--- config.mk ---
export PLATFORM = sky130hd
export DESIGN_NAME = sample_stream_byte_packer_top
export DESIGN_NICKNAME = d
export VERILOG_FILES = /design/src/rtl/ssbp_pkg.sv /design/src/rtl/sample_stream_byte_packer_top.sv /design/src/rtl/ssbp_front.sv /design/src/rtl/ssbp_queue.sv /design/src/rtl/ssbp_back.sv
export SDC_FILE = /design/constraint.sdc
export NUM_CORES = 1
export LEC_CHECK = 0
export BUFFER_PORTS_ARGS = -buffer_cell sky130_fd_sc_hd__buf_2
export CAP_MARGIN = 20
export CELL_PAD_IN_SITES_DETAIL_PLACEMENT = 1
export CELL_PAD_IN_SITES_GLOBAL_PLACEMENT = 2
export CORE_MARGIN = 2
export CORE_UTILIZATION = 42
export CTS_CLUSTER_DIAMETER = 80
export DETAILED_ROUTE_END_ITERATION = 8
export PLACE_DENSITY = 0.85
export SYNTH_ARGS = -nofsm -noshare
export SYNTH_HDL_FRONTEND = slang
export SYNTH_SLANG_ARGS = --single-unit
--- constraint.sdc ---
create_clock -name clk_i -period 7.5 [get_ports clk_i]
set_input_delay 1.125 -clock clk_i [delete_from_list [all_inputs] [get_ports clk_i]]
set_output_delay 1.125 -clock clk_i [all_outputs]
set_load 0.03 [all_outputs]
--- src/rtl/ssbp_pkg.sv ---
// ----------------------------------------------------------------------------
// ssbp_pkg
// types, codes and helpers for the sample byte packer
// ----------------------------------------------------------------------------
`timescale 1ns / 1ps
package ssbp_pkg;

  typedef enum logic [2:0] {
    MODE_TEN45  = 3'd0,
    MODE_TRI32  = 3'd1,
    MODE_BYTE   = 3'd2,
    MODE_LE16   = 3'd3,
    MODE_BE16   = 3'd4,
    MODE_FLOAT  = 3'd5,
    MODE_RSVD6  = 3'd6,
    MODE_RSVD7  = 3'd7
  } mode_e;

  localparam logic CFG_PACK_MODE = 1'b0;
  localparam logic CFG_PAD_LEVEL = 1'b1;

  localparam logic [2:0]  PACK_MODE_RESET = 3'd0;
  localparam logic [9:0]  PAD_LEVEL_RESET = 10'd512;
  localparam int unsigned QUEUE_DEPTH_DEFAULT = 2;

  // one job for the back end: up to five bytes and a count
  typedef struct packed {
    logic [39:0] bytes;
    logic [2:0]  count;
  } job_t;

  // float32 of a signed 17-bit value divided by 32768, exact
  function automatic logic [31:0] to_float(input logic [16:0] s);
    logic        sgn;
    logic [16:0] mag;
    logic [4:0]  msb;
    logic [22:0] man;
    logic [7:0]  ex;
    logic [39:0] sh;
    sgn = s[16];
    mag = sgn ? (~s + 17'd1) : s;
    msb = 5'd0;
    for (int i = 0; i < 17; i++) begin
      if (mag[i]) msb = 5'(i);
    end
    sh  = {23'd0, mag} << (5'd23 - msb);
    man = sh[22:0];
    ex  = 8'(8'd127 + {3'd0, msb} - 8'd15);
    if (mag == 17'd0) return 32'd0;
    return {sgn, ex, man};
  endfunction

endpackage

--- src/rtl/sample_stream_byte_packer_top.sv ---
// ----------------------------------------------------------------------------
// sample_stream_byte_packer_top
// packs samples into output bytes in one of six modes
// ----------------------------------------------------------------------------
// channel   direction  handshake                payload
// input     in         valid_i/stall_o          action_i, sample_i
// output    out        valid_o/stall_i          data_byte_o, last_o
// config    in         cfg_valid_i/cfg_ready_o  cfg_index_i, cfg_data_i
// an item that completes a job is taken into the job queue at its accepting
// edge and, with the queue empty, its first byte shows the next cycle; output
// runs one byte a cycle while stall_i is low, a job giving as many bytes as
// its count (four in float mode); an item that completes no job yields none
// reset clears carried count, registers and queue
// input stalls while the two-entry queue is full; output stalls only hold it
`timescale 1ns / 1ps
module sample_stream_byte_packer_top import ssbp_pkg::*; #(
  parameter int unsigned QueueDepth = QUEUE_DEPTH_DEFAULT
) (
  input  logic        clk_i,
  input  logic        rst_ni,
  input  logic        valid_i,
  output logic        stall_o,
  input  logic        action_i,
  input  logic [16:0] sample_i,
  output logic        valid_o,
  input  logic        stall_i,
  output logic [7:0]  data_byte_o,
  output logic        last_o,
  input  logic        cfg_valid_i,
  output logic        cfg_ready_o,
  input  logic        cfg_index_i,
  input  logic [9:0]  cfg_data_i
);

  mode_e      mode_q;
  logic [9:0] pad_q;
  logic       jv, full, empty, pop;
  job_t       jin, jout;

  assign cfg_ready_o = 1'b1;

  always_ff @(posedge clk_i or negedge rst_ni) begin
    if (!rst_ni) begin
      mode_q <= mode_e'(PACK_MODE_RESET);
      pad_q  <= PAD_LEVEL_RESET;
    end else if (cfg_valid_i) begin
      if (cfg_index_i == CFG_PACK_MODE) mode_q <= mode_e'(cfg_data_i[2:0]);
      else                              pad_q  <= cfg_data_i;
    end
  end

  ssbp_front u_front (
    .clk_i, .rst_ni, .valid_i, .stall_o, .action_i, .sample_i,
    .mode_i(mode_q), .pad_i(pad_q), .job_valid_o(jv), .job_o(jin),
    .job_full_i(full)
  );

  ssbp_queue #(.Depth(QueueDepth)) u_queue (
    .clk_i, .rst_ni, .push_i(jv), .din_i(jin), .full_o(full),
    .pop_i(pop), .empty_o(empty), .dout_o(jout)
  );

  ssbp_back u_back (
    .clk_i, .rst_ni, .empty_i(empty), .job_i(jout), .pop_o(pop),
    .valid_o, .stall_i, .data_byte_o, .last_o
  );

endmodule

--- src/rtl/ssbp_front.sv ---
// ----------------------------------------------------------------------------
// ssbp_front
// accepts items, keeps the carried group and forms byte jobs
// ----------------------------------------------------------------------------
`timescale 1ns / 1ps
module ssbp_front import ssbp_pkg::*; (
  input  logic        clk_i,
  input  logic        rst_ni,
  input  logic        valid_i,
  output logic        stall_o,
  input  logic        action_i,
  input  logic [16:0] sample_i,
  input  mode_e       mode_i,
  input  logic [9:0]  pad_i,
  output logic        job_valid_o,
  output job_t        job_o,
  input  logic        job_full_i
);

  logic [9:0] carried_q [3];
  logic [1:0] count_q, count_d;
  logic [9:0] v [4];
  logic [9:0] s10;
  logic       acc, grp;
  logic [29:0] w;
  logic [31:0] fbits;

  assign stall_o = job_full_i;
  assign acc     = valid_i && !job_full_i;
  assign s10     = sample_i[9:0];
  assign grp     = (mode_i == MODE_TEN45) || (mode_i == MODE_TRI32);
  assign fbits   = to_float(sample_i);

  always_comb begin
    for (int i = 0; i < 4; i++) v[i] = pad_i;
    if (action_i) begin
      for (int i = 0; i < 3; i++) if (2'(i) < count_q) v[i] = carried_q[i];
    end else begin
      v[0] = carried_q[0];
      v[1] = carried_q[1];
      v[2] = carried_q[2];
      if (mode_i == MODE_TEN45) v[3] = s10;
      else                      v[2] = s10;
    end
    w = {v[2], v[1], v[0]};
  end

  always_comb begin
    job_o       = '0;
    job_valid_o = 1'b0;
    count_d     = count_q;
    if (action_i) begin
      count_d = 2'd0;
      if (grp && count_q != 2'd0) job_valid_o = 1'b1;
    end else if (grp) begin
      if ({1'b0, count_q} + 3'd1 < ((mode_i == MODE_TEN45) ? 3'd4 : 3'd3)) begin
        count_d = count_q + 2'd1;
      end else begin
        count_d = 2'd0;
        job_valid_o = 1'b1;
      end
    end else if (mode_i != MODE_RSVD6 && mode_i != MODE_RSVD7) begin
      job_valid_o = 1'b1;
    end
    unique case (mode_i)
      MODE_TEN45: begin
        job_o.bytes = {v[0][9:2], v[0][1:0], v[1][9:4], v[1][3:0], v[2][9:6],
                       v[2][5:0], v[3][9:8], v[3][7:0]};
        job_o.count = 3'd5;
      end
      MODE_TRI32: begin
        job_o.count = 3'd4;
        job_o.bytes = {w[7:0], w[15:8], w[23:16], {2'b00, w[29:24]}, 8'd0};
      end
      MODE_BYTE: begin
        job_o.bytes = {sample_i[7:0], 32'd0};
        job_o.count = 3'd1;
      end
      MODE_LE16: begin
        job_o.bytes = {sample_i[7:0], sample_i[15:8], 24'd0};
        job_o.count = 3'd2;
      end
      MODE_BE16: begin
        job_o.bytes = {sample_i[15:8], sample_i[7:0], 24'd0};
        job_o.count = 3'd2;
      end
      MODE_FLOAT: begin
        job_o.bytes = {fbits[7:0], fbits[15:8], fbits[23:16], fbits[31:24], 8'd0};
        job_o.count = 3'd4;
      end
      default: begin
        job_o.count = 3'd0;
      end
    endcase
    if (!acc) job_valid_o = 1'b0;
  end

  always_ff @(posedge clk_i or negedge rst_ni) begin
    if (!rst_ni) begin
      count_q <= 2'd0;
    end else if (acc) begin
      count_q <= count_d;
    end
  end

  always_ff @(posedge clk_i) begin
    if (acc && !action_i && grp && count_d != 2'd0) begin
      carried_q[count_q] <= s10;
    end
  end

endmodule

--- src/rtl/ssbp_queue.sv ---
// ----------------------------------------------------------------------------
// ssbp_queue
// short job queue between front and back end
// ----------------------------------------------------------------------------
`timescale 1ns / 1ps
module ssbp_queue import ssbp_pkg::*; #(
  parameter int unsigned Depth = QUEUE_DEPTH_DEFAULT
) (
  input  logic clk_i,
  input  logic rst_ni,
  input  logic push_i,
  input  job_t din_i,
  output logic full_o,
  input  logic pop_i,
  output logic empty_o,
  output job_t dout_o
);

  localparam int unsigned AW = (Depth > 1) ? $clog2(Depth) : 1;

  job_t          mem_q [Depth];
  logic [AW-1:0] wp_q, rp_q;
  logic [AW:0]   cnt_q;

  assign full_o  = (cnt_q == (AW+1)'(Depth));
  assign empty_o = (cnt_q == '0);
  assign dout_o  = mem_q[rp_q];

  always_ff @(posedge clk_i) begin
    if (push_i) mem_q[wp_q] <= din_i;
  end

  always_ff @(posedge clk_i or negedge rst_ni) begin
    if (!rst_ni) begin
      wp_q  <= '0;
      rp_q  <= '0;
      cnt_q <= '0;
    end else begin
      if (push_i) wp_q <= (wp_q == AW'(Depth - 1)) ? '0 : wp_q + 1'b1;
      if (pop_i)  rp_q <= (rp_q == AW'(Depth - 1)) ? '0 : rp_q + 1'b1;
      cnt_q <= cnt_q + (AW+1)'(push_i) - (AW+1)'(pop_i);
    end
  end

endmodule

--- src/rtl/ssbp_back.sv ---
// ----------------------------------------------------------------------------
// ssbp_back
// sends the bytes of one job, one per transaction
// ----------------------------------------------------------------------------
`timescale 1ns / 1ps
module ssbp_back import ssbp_pkg::*; (
  input  logic       clk_i,
  input  logic       rst_ni,
  input  logic       empty_i,
  input  job_t       job_i,
  output logic       pop_o,
  output logic       valid_o,
  input  logic       stall_i,
  output logic [7:0] data_byte_o,
  output logic       last_o
);

  logic [2:0] idx_q;
  logic       fire;

  assign valid_o     = !empty_i;
  assign fire        = valid_o && !stall_i;
  assign last_o      = (idx_q + 3'd1 == job_i.count);
  assign data_byte_o = job_i.bytes[39 - 8*idx_q -: 8];
  assign pop_o       = fire && last_o;

  always_ff @(posedge clk_i or negedge rst_ni) begin
    if (!rst_ni) begin
      idx_q <= 3'd0;
    end else if (fire) begin
      idx_q <= last_o ? 3'd0 : idx_q + 3'd1;
    end
  end

endmodule

==> results of run 1 <==
==> final timing paths <==
kind                                   from                       to  slack, ps  cells past startpoint
max                             sample_i[0]     u_queue.mem_q[1][19]       2240                     13
min                        u_queue.cnt_q[1]         u_queue.cnt_q[1]        500                      1
max reg2reg                       mode_q[0]  u_front.carried_q[1][9]       2640                     10
min reg2reg                u_queue.cnt_q[1]         u_queue.cnt_q[1]        500                      1
max in group asynchronous            rst_ni                 pad_q[9]       6480                      1
min in group asynchronous            rst_ni             u_queue.wp_q        660                      1
==> metal layers <==
layer / vias up / share of wire [%]
met5: - / 0
met1: 3381 / 44
met2: 232 / 48
li1: 3005 / -
met3: 41 / 5.4
met4: 0 / 2.5
==> worst max-delay path: cells and delay by family <==
kind	cells	cell delay [ps]
AO/OA/AOI/OAI	4	1810
adder cells (fa/ha/maj)	1	270
buffers and inverters	2	370
multiplexers	1	360
AND/OR/NAND/NOR	5	1540
==> registers in the layout, summed over array words and instances, names as in the netlist <==
register	cells
u_queue.mem_q	86
u_back.idx_q	3
u_front.count_q	2
pad_q	10
u_front.carried_q	30
u_queue.cnt_q	2
mode_q	3
u_queue.rp_q	1
u_queue.wp_q	1
==> cell families (layout without fill, tap and decap cells) <==
| group | after synthesis | count (layout) |
|---|---|---|
| adders and majority gates | 12 | 12 |
| buffers and inverters | 81 | 97 |
| DFF | 138 | 138 |
| muxes | 114 | 114 |
| xor gates and xnor gates | 32 | 32 |
| AOI/OAI and AO/OA | 189 | 189 |
| other | 1 | 1 |
| and+or+nand+nor | 222 | 222 |
==> placed cells by master, fill, tap and decap left out, types with 5 or more instances in the layout <==
master and instances:
edfxtp_1 116, nor2_1 71, mux2i_1 53, a21oi_1 45, buf_2 44, nand2_1 41, mux2_2 39, o21ai_0 33
a211oi_1 26, dfrtp_1 21, nor3_1 20, nand3_1 19, mux4_2 19, inv_1 17, xnor2_1 17, clkbuf_16 17
xor2_1 15, and3_1 12, ha_1 12, a22oi_1 10, or2_2 9, o211ai_1 8, nor2b_1 8, and2_0 8
nand2b_1 6, or3_1 5, o31ai_1 5, a31oi_1 5, buf_4 5
==> power breakdown <==
group	total, mW	switching [mW]	internal [mW]
clock	0.791	0.336	0.455
sequential	1.06	0.0820	0.979
combinational	1.25	0.775	0.473
total	3.10	1.19	1.91
==> final cells by class <==
type                            count  area [sq um]  share of cell area, %
Inverter                           17          63.8                  0.668
Sequential cell                   138          4040                   42.3
Tap cell                          270           338                   3.54
Multi-Input combinational cell    570          4310                   45.1
Clock inverter                     14           123                   1.28
Clock buffer                       17           425                   4.45
Timing Repair Buffer               49           258                   2.70
==> impl_metrics.ini, run 1 <==
[status]
status = complete, no violations

[global_route]
grt_busiest_layer = met2
gr-usage-met3_pct = 4.38
grt_pass1_vias = 6818
grt_pass1_wl_microns = 41600
use_met2_pct = 41.3
grt_usage_pct = 25.5
antenna_found_initial = 0
grt.overflow.total = 0
grt_max_degree = 49
met1_usage_pct = 34.7

[logic_synthesis]
muxShareOfSynthArea_pct = 16.5
synth_area_sq_um = 8670
synth_top_family_by_area = multiplexers
ys_warn_count = 0
synth_top_area_share_pct = 40.2
ys_async_sr_fraction_pct = 15.9
synth_nets = 835
synth-seq-cells = 138
yosysSeqAreaShare_pct = 46.5
synth_flop_cell = edfxtp_1
postSynthAreaPerCell_sq_um = 11.0
synth-simple-area-share_pct = 12.7
synth_edf_count = 116
synthAdderAreaFrac_pct = 1.73
yosys.area_share.xor_xnor_pct = 3.23
synth_common_cells = 116 x edfxtp_1, 71 x nor2_1, 53 x mux2i_1
yosys.cell_types.count = 75
yosysMostFrequentCell = edfxtp_1
synth_area_leaders = edfxtp_1 40%, mux2i_1 6.1%, dfrtp_1 6.1%
syn-instance-count = 789
synth_compound_area_share_pct = 15.3
synth.largest_area_cell = edfxtp_1

[setup_path]
path_max_fanout = 18
crit_slowest_cell = a41oi_1
slowest_delay_ps = 910
cp_cell_sequence = buf_2 > inv_1 > ha_1 > or4b_4 > nor3_1 > mux2_2 > a32o_1 > nor4b_2 > and2_1 > a41oi_1 > o21ai_0 > nand2b_1 > a211oi_1
critPathRequiredTime_ps = 7740
start_kind = input port
arrival_ps = 5500
endpoint_kind = flop
critical_path_class = in -> reg

[sta]
clock_skew_ps = 13.0
maxSlewViolCount = 0
slew_headroom_pct = 27.6
rsz0062_at_grt = false
finalHoldViolCount = 0
worstMarginPinSlew_ps = 1070
hold_ws_ps = 503
finalWorstSetupSlack_ps = 2240
period_minus_slack_ps = 5260
setup_violations = 0
finalSetupTns_ps = 0
period_share_pct = 70.1
max_freq_mhz = 190

[drt]
wl_microns = 27100
routed_via_density = 6.19
vias = 6659
final_antenna_net_count = 0
wl_per_cell_microns = 25.2
drc = 0
dr.pass1.iters = 5
drt_iter0_markers = 571

[clocking]
clock-root-buffer = clkbuf_16
postCtsSetupRepairBufs = 0
numClockSinks = 138
h-tree-depth = 4
cts.repair.resized = 0
tritoncts = built
cts_buffers = 17
clk_path_buf_depth = 2
cts_hold_buf = 0
clk_latency_ps = 440
path_clk_slew_ps = 70

[floorplanning]
io_pins = 46
die_width_microns = 148
rows = 52
core-area_sq_um = 20200
die_area_sq_um = 21800
initial_utilization_pct = 42.9
die_h_microns = 148

[placed_design]
post-place-ws_ps = 1840
io_buffers = 44
placedCellCount = 1044
hpwl_microns = 19400
place_area_sq_um = 9000
routabilityCongestion = 0.934

[cells_and_area]
nets = 839
areaGrowthSynthToFinish_pct = 10.1
final_util_pct = 47.2
antennaDiodeCount = 0
nFillCells = 2192
drive_gt1_share_pct = 20.1
final_area_sq_um = 9550
fin_cells = 1075

[power_and_ir_drop]
totalPowerFinal_mw = 3.10
vdd_ir_drop_max_v = 0.000175
power_density_nw_per_um2 = 325
p_leak_nw = 3.45

[min_path]
worst_hold_path_type = reg -> reg

[flow_run]
cap_viol_max_count = 0
Power figures use the tool's default switching activity.
==> run 2: changes to the inputs <==
Settings changed: CORE_UTILIZATION 42 to 38, PLACE_DENSITY 0.85 to 0.81.
Clock period 7.5 ns to 4.8 ns, I/O delays scaled along.
==> impl_metrics.ini, run 2 (synthesized netlist as in run 1, its figures left out) <==
[cells_and_area]
final_common_cell = edfxtp_1
antennaDiodeCount = 0
top_regs = u_queue.mem_q x86, u_front.carried_q x30, pad_q x10
nets = 866
drive_gt1_share_pct = 23.0
regMostFlops = u_queue.mem_q
largest_reg_flops = 86
multiInputGateArea_sq_um = 4310
fin_cells = 1118
seq_area_sq_um = 4040
areaGrowthSynthToFinish_pct = 13.1
nFillCells = 2444
layout_common_cells = 116 x edfxtp_1, 71 x nor2_1, 53 x mux2i_1
final_area_sq_um = 9810

[floorplanning]
io_pins = 46
die_h_microns = 155
die_width_microns = 155
core-area_sq_um = 22500
initial_utilization_pct = 38.5
rows = 55
die_area_sq_um = 24100

[sta]
finalHoldViolCount = 0
worstMarginPinSlew_ps = 945
setup_violations = 0
period_minus_slack_ps = 4330
max_freq_mhz = 231
period_share_pct = 90.2
slew_headroom_pct = 37.0
maxSlewViolCount = 0
finalSetupTns_ps = 0
rsz0062_at_grt = false
clock_skew_ps = 8.40

[power_and_ir_drop]
clockPowerShare_pct = 26.1
p_sw_mw = 1.90
swShare_pct = 38.9
power_frac_comb_pct = 39.8
share_seq_of_total_power_pct = 34.0
p_leak_nw = 3.61
vdd_ir_drop_max_v = 0.000276
intPower_mw = 2.98
power_density_nw_per_um2 = 497

[flow_run]
cap_viol_max_count = 0

[clocking]
h-tree-depth = 4
postCtsSetupRepairBufs = 0
clk_latency_ps = 430
cts.repair.resized = 0
path_clk_slew_ps = 70
tritoncts = built
clock-root-buffer = clkbuf_16
clk_path_buf_depth = 2
cts_hold_buf = 0
numClockSinks = 138
cts_buffers = 17

[drt]
dr.pass1.iters = 5
vias = 6747
drt_iter0_markers = 536
wl_microns = 27100
drc = 0
routed_via_density = 6.03
wl_per_cell_microns = 24.2
final_antenna_net_count = 0

[placed_design]
hpwl_microns = 19900
placedCellCount = 1086
routabilityCongestion = 0.923
place_area_sq_um = 9230
io_buffers = 44

[global_route]
grt_busiest_layer = met2
antenna_found_initial = 0
gr-usage-met3_pct = 3.65
use_met2_pct = 37.5
grt.overflow.total = 0
grt_pass1_vias = 7040
met1_usage_pct = 32.0
grt_pass1_wl_microns = 42200
grt_usage_pct = 23.1
grt_max_degree = 48

[setup_path]
cp_num_buf_inv = 2
critPathRequiredTime_ps = 4080
crit_slowest_cell = dfrtp_1
cp_cell_sequence = inv_1 > ha_1 > nor3_1 > a22oi_1 > nor2_1 > buf_2
start_kind = flop
slowest_delay_ps = 960
path_max_fanout = 20
critical_path_class = reg -> out
arrival_ps = 3610
endpoint_kind = primary output
crit_family = flip-flops

[min_path]
worst_hold_path_type = in -> async

[status]
status = complete, no violations
-- run 2: cell types whose count changed in the layout (fill, tap and decap cells not counted) --
cell        before  now
buf_4            5   32
bufinv_16        1    0
clkinv_1         2    0
nor3_4           0    1
inv_8            1    3
clkinv_4         1    4
clkinv_2         3    1
clkinv_8         0    3
nor3_2           1    0
clkinvlp_4       2    0
-- run 2: final timing paths --
path | from | end | cells past startpoint | slack, ps
setup / recovery | u_back.idx_q[0] | data_byte_o[4] | 6 | 470
hold / removal | rst_ni | pad_q[5] | 1 | 260
setup reg to reg | u_back.idx_q[0] | u_queue.cnt_q[1] | 10 | 1240
hold reg to reg | u_queue.cnt_q[1] | u_queue.cnt_q[1] | 1 | 510
max in group asynchronous | rst_ni | pad_q[9] | 1 | 4180
min in group clk_i | u_queue.cnt_q[1] | u_queue.cnt_q[1] | 1 | 510
-- run 2: power groups by stage --
stage | combinational (mW) | clock, mW | sequential, mW
after floorplan | 1.43 | 0 | 1.61
after global placement | 1.91 | 0 | 1.67
after detailed placement | 1.95 | 0 | 1.69
after CTS | 1.96 | 1.29 | 1.66
after global routing | 2.13 | 1.34 | 1.68
final | 1.94 | 1.28 | 1.66
-- run 2: final cells by class --
class / instances / area share [%]
inverters: 17 / 0.650
clock buffers: 17 / 4.34
well taps: 285 / 3.63
clock inverters: 15 / 1.61
flip-flops and latches: 138 / 41.1
multi-input cells: 570 / 44.0
repair buffers: 76 / 4.69
-- run 2: layer usage --
| metal | up-vias | share of wire, % |
|---|---|---|
| li1 | 3062 | - |
| met1 | 3447 | 46 |
| met2 | 206 | 47 |
| met3 | 32 | 4.8 |
| met4 | 0 | 2.1 |
| met5 | - | 0 |
-- run 2: per-stage QoR --
stage / power [mW] / worst slack (ps) / hold slack (ps) / util, %
2_1_floorplan: 3.04 / 550 / 424 / -
3_3_place_gp: 3.58 / 313 / 468 / 41.0
3_5_place_dp: 3.63 / 158 / 507 / 41.0
4_1_cts: 4.92 / 377 / 263 / 43.6
5_1_grt: 5.15 / 224 / 292 / 43.6
6_report: 4.88 / 471 / 257 / 43.6
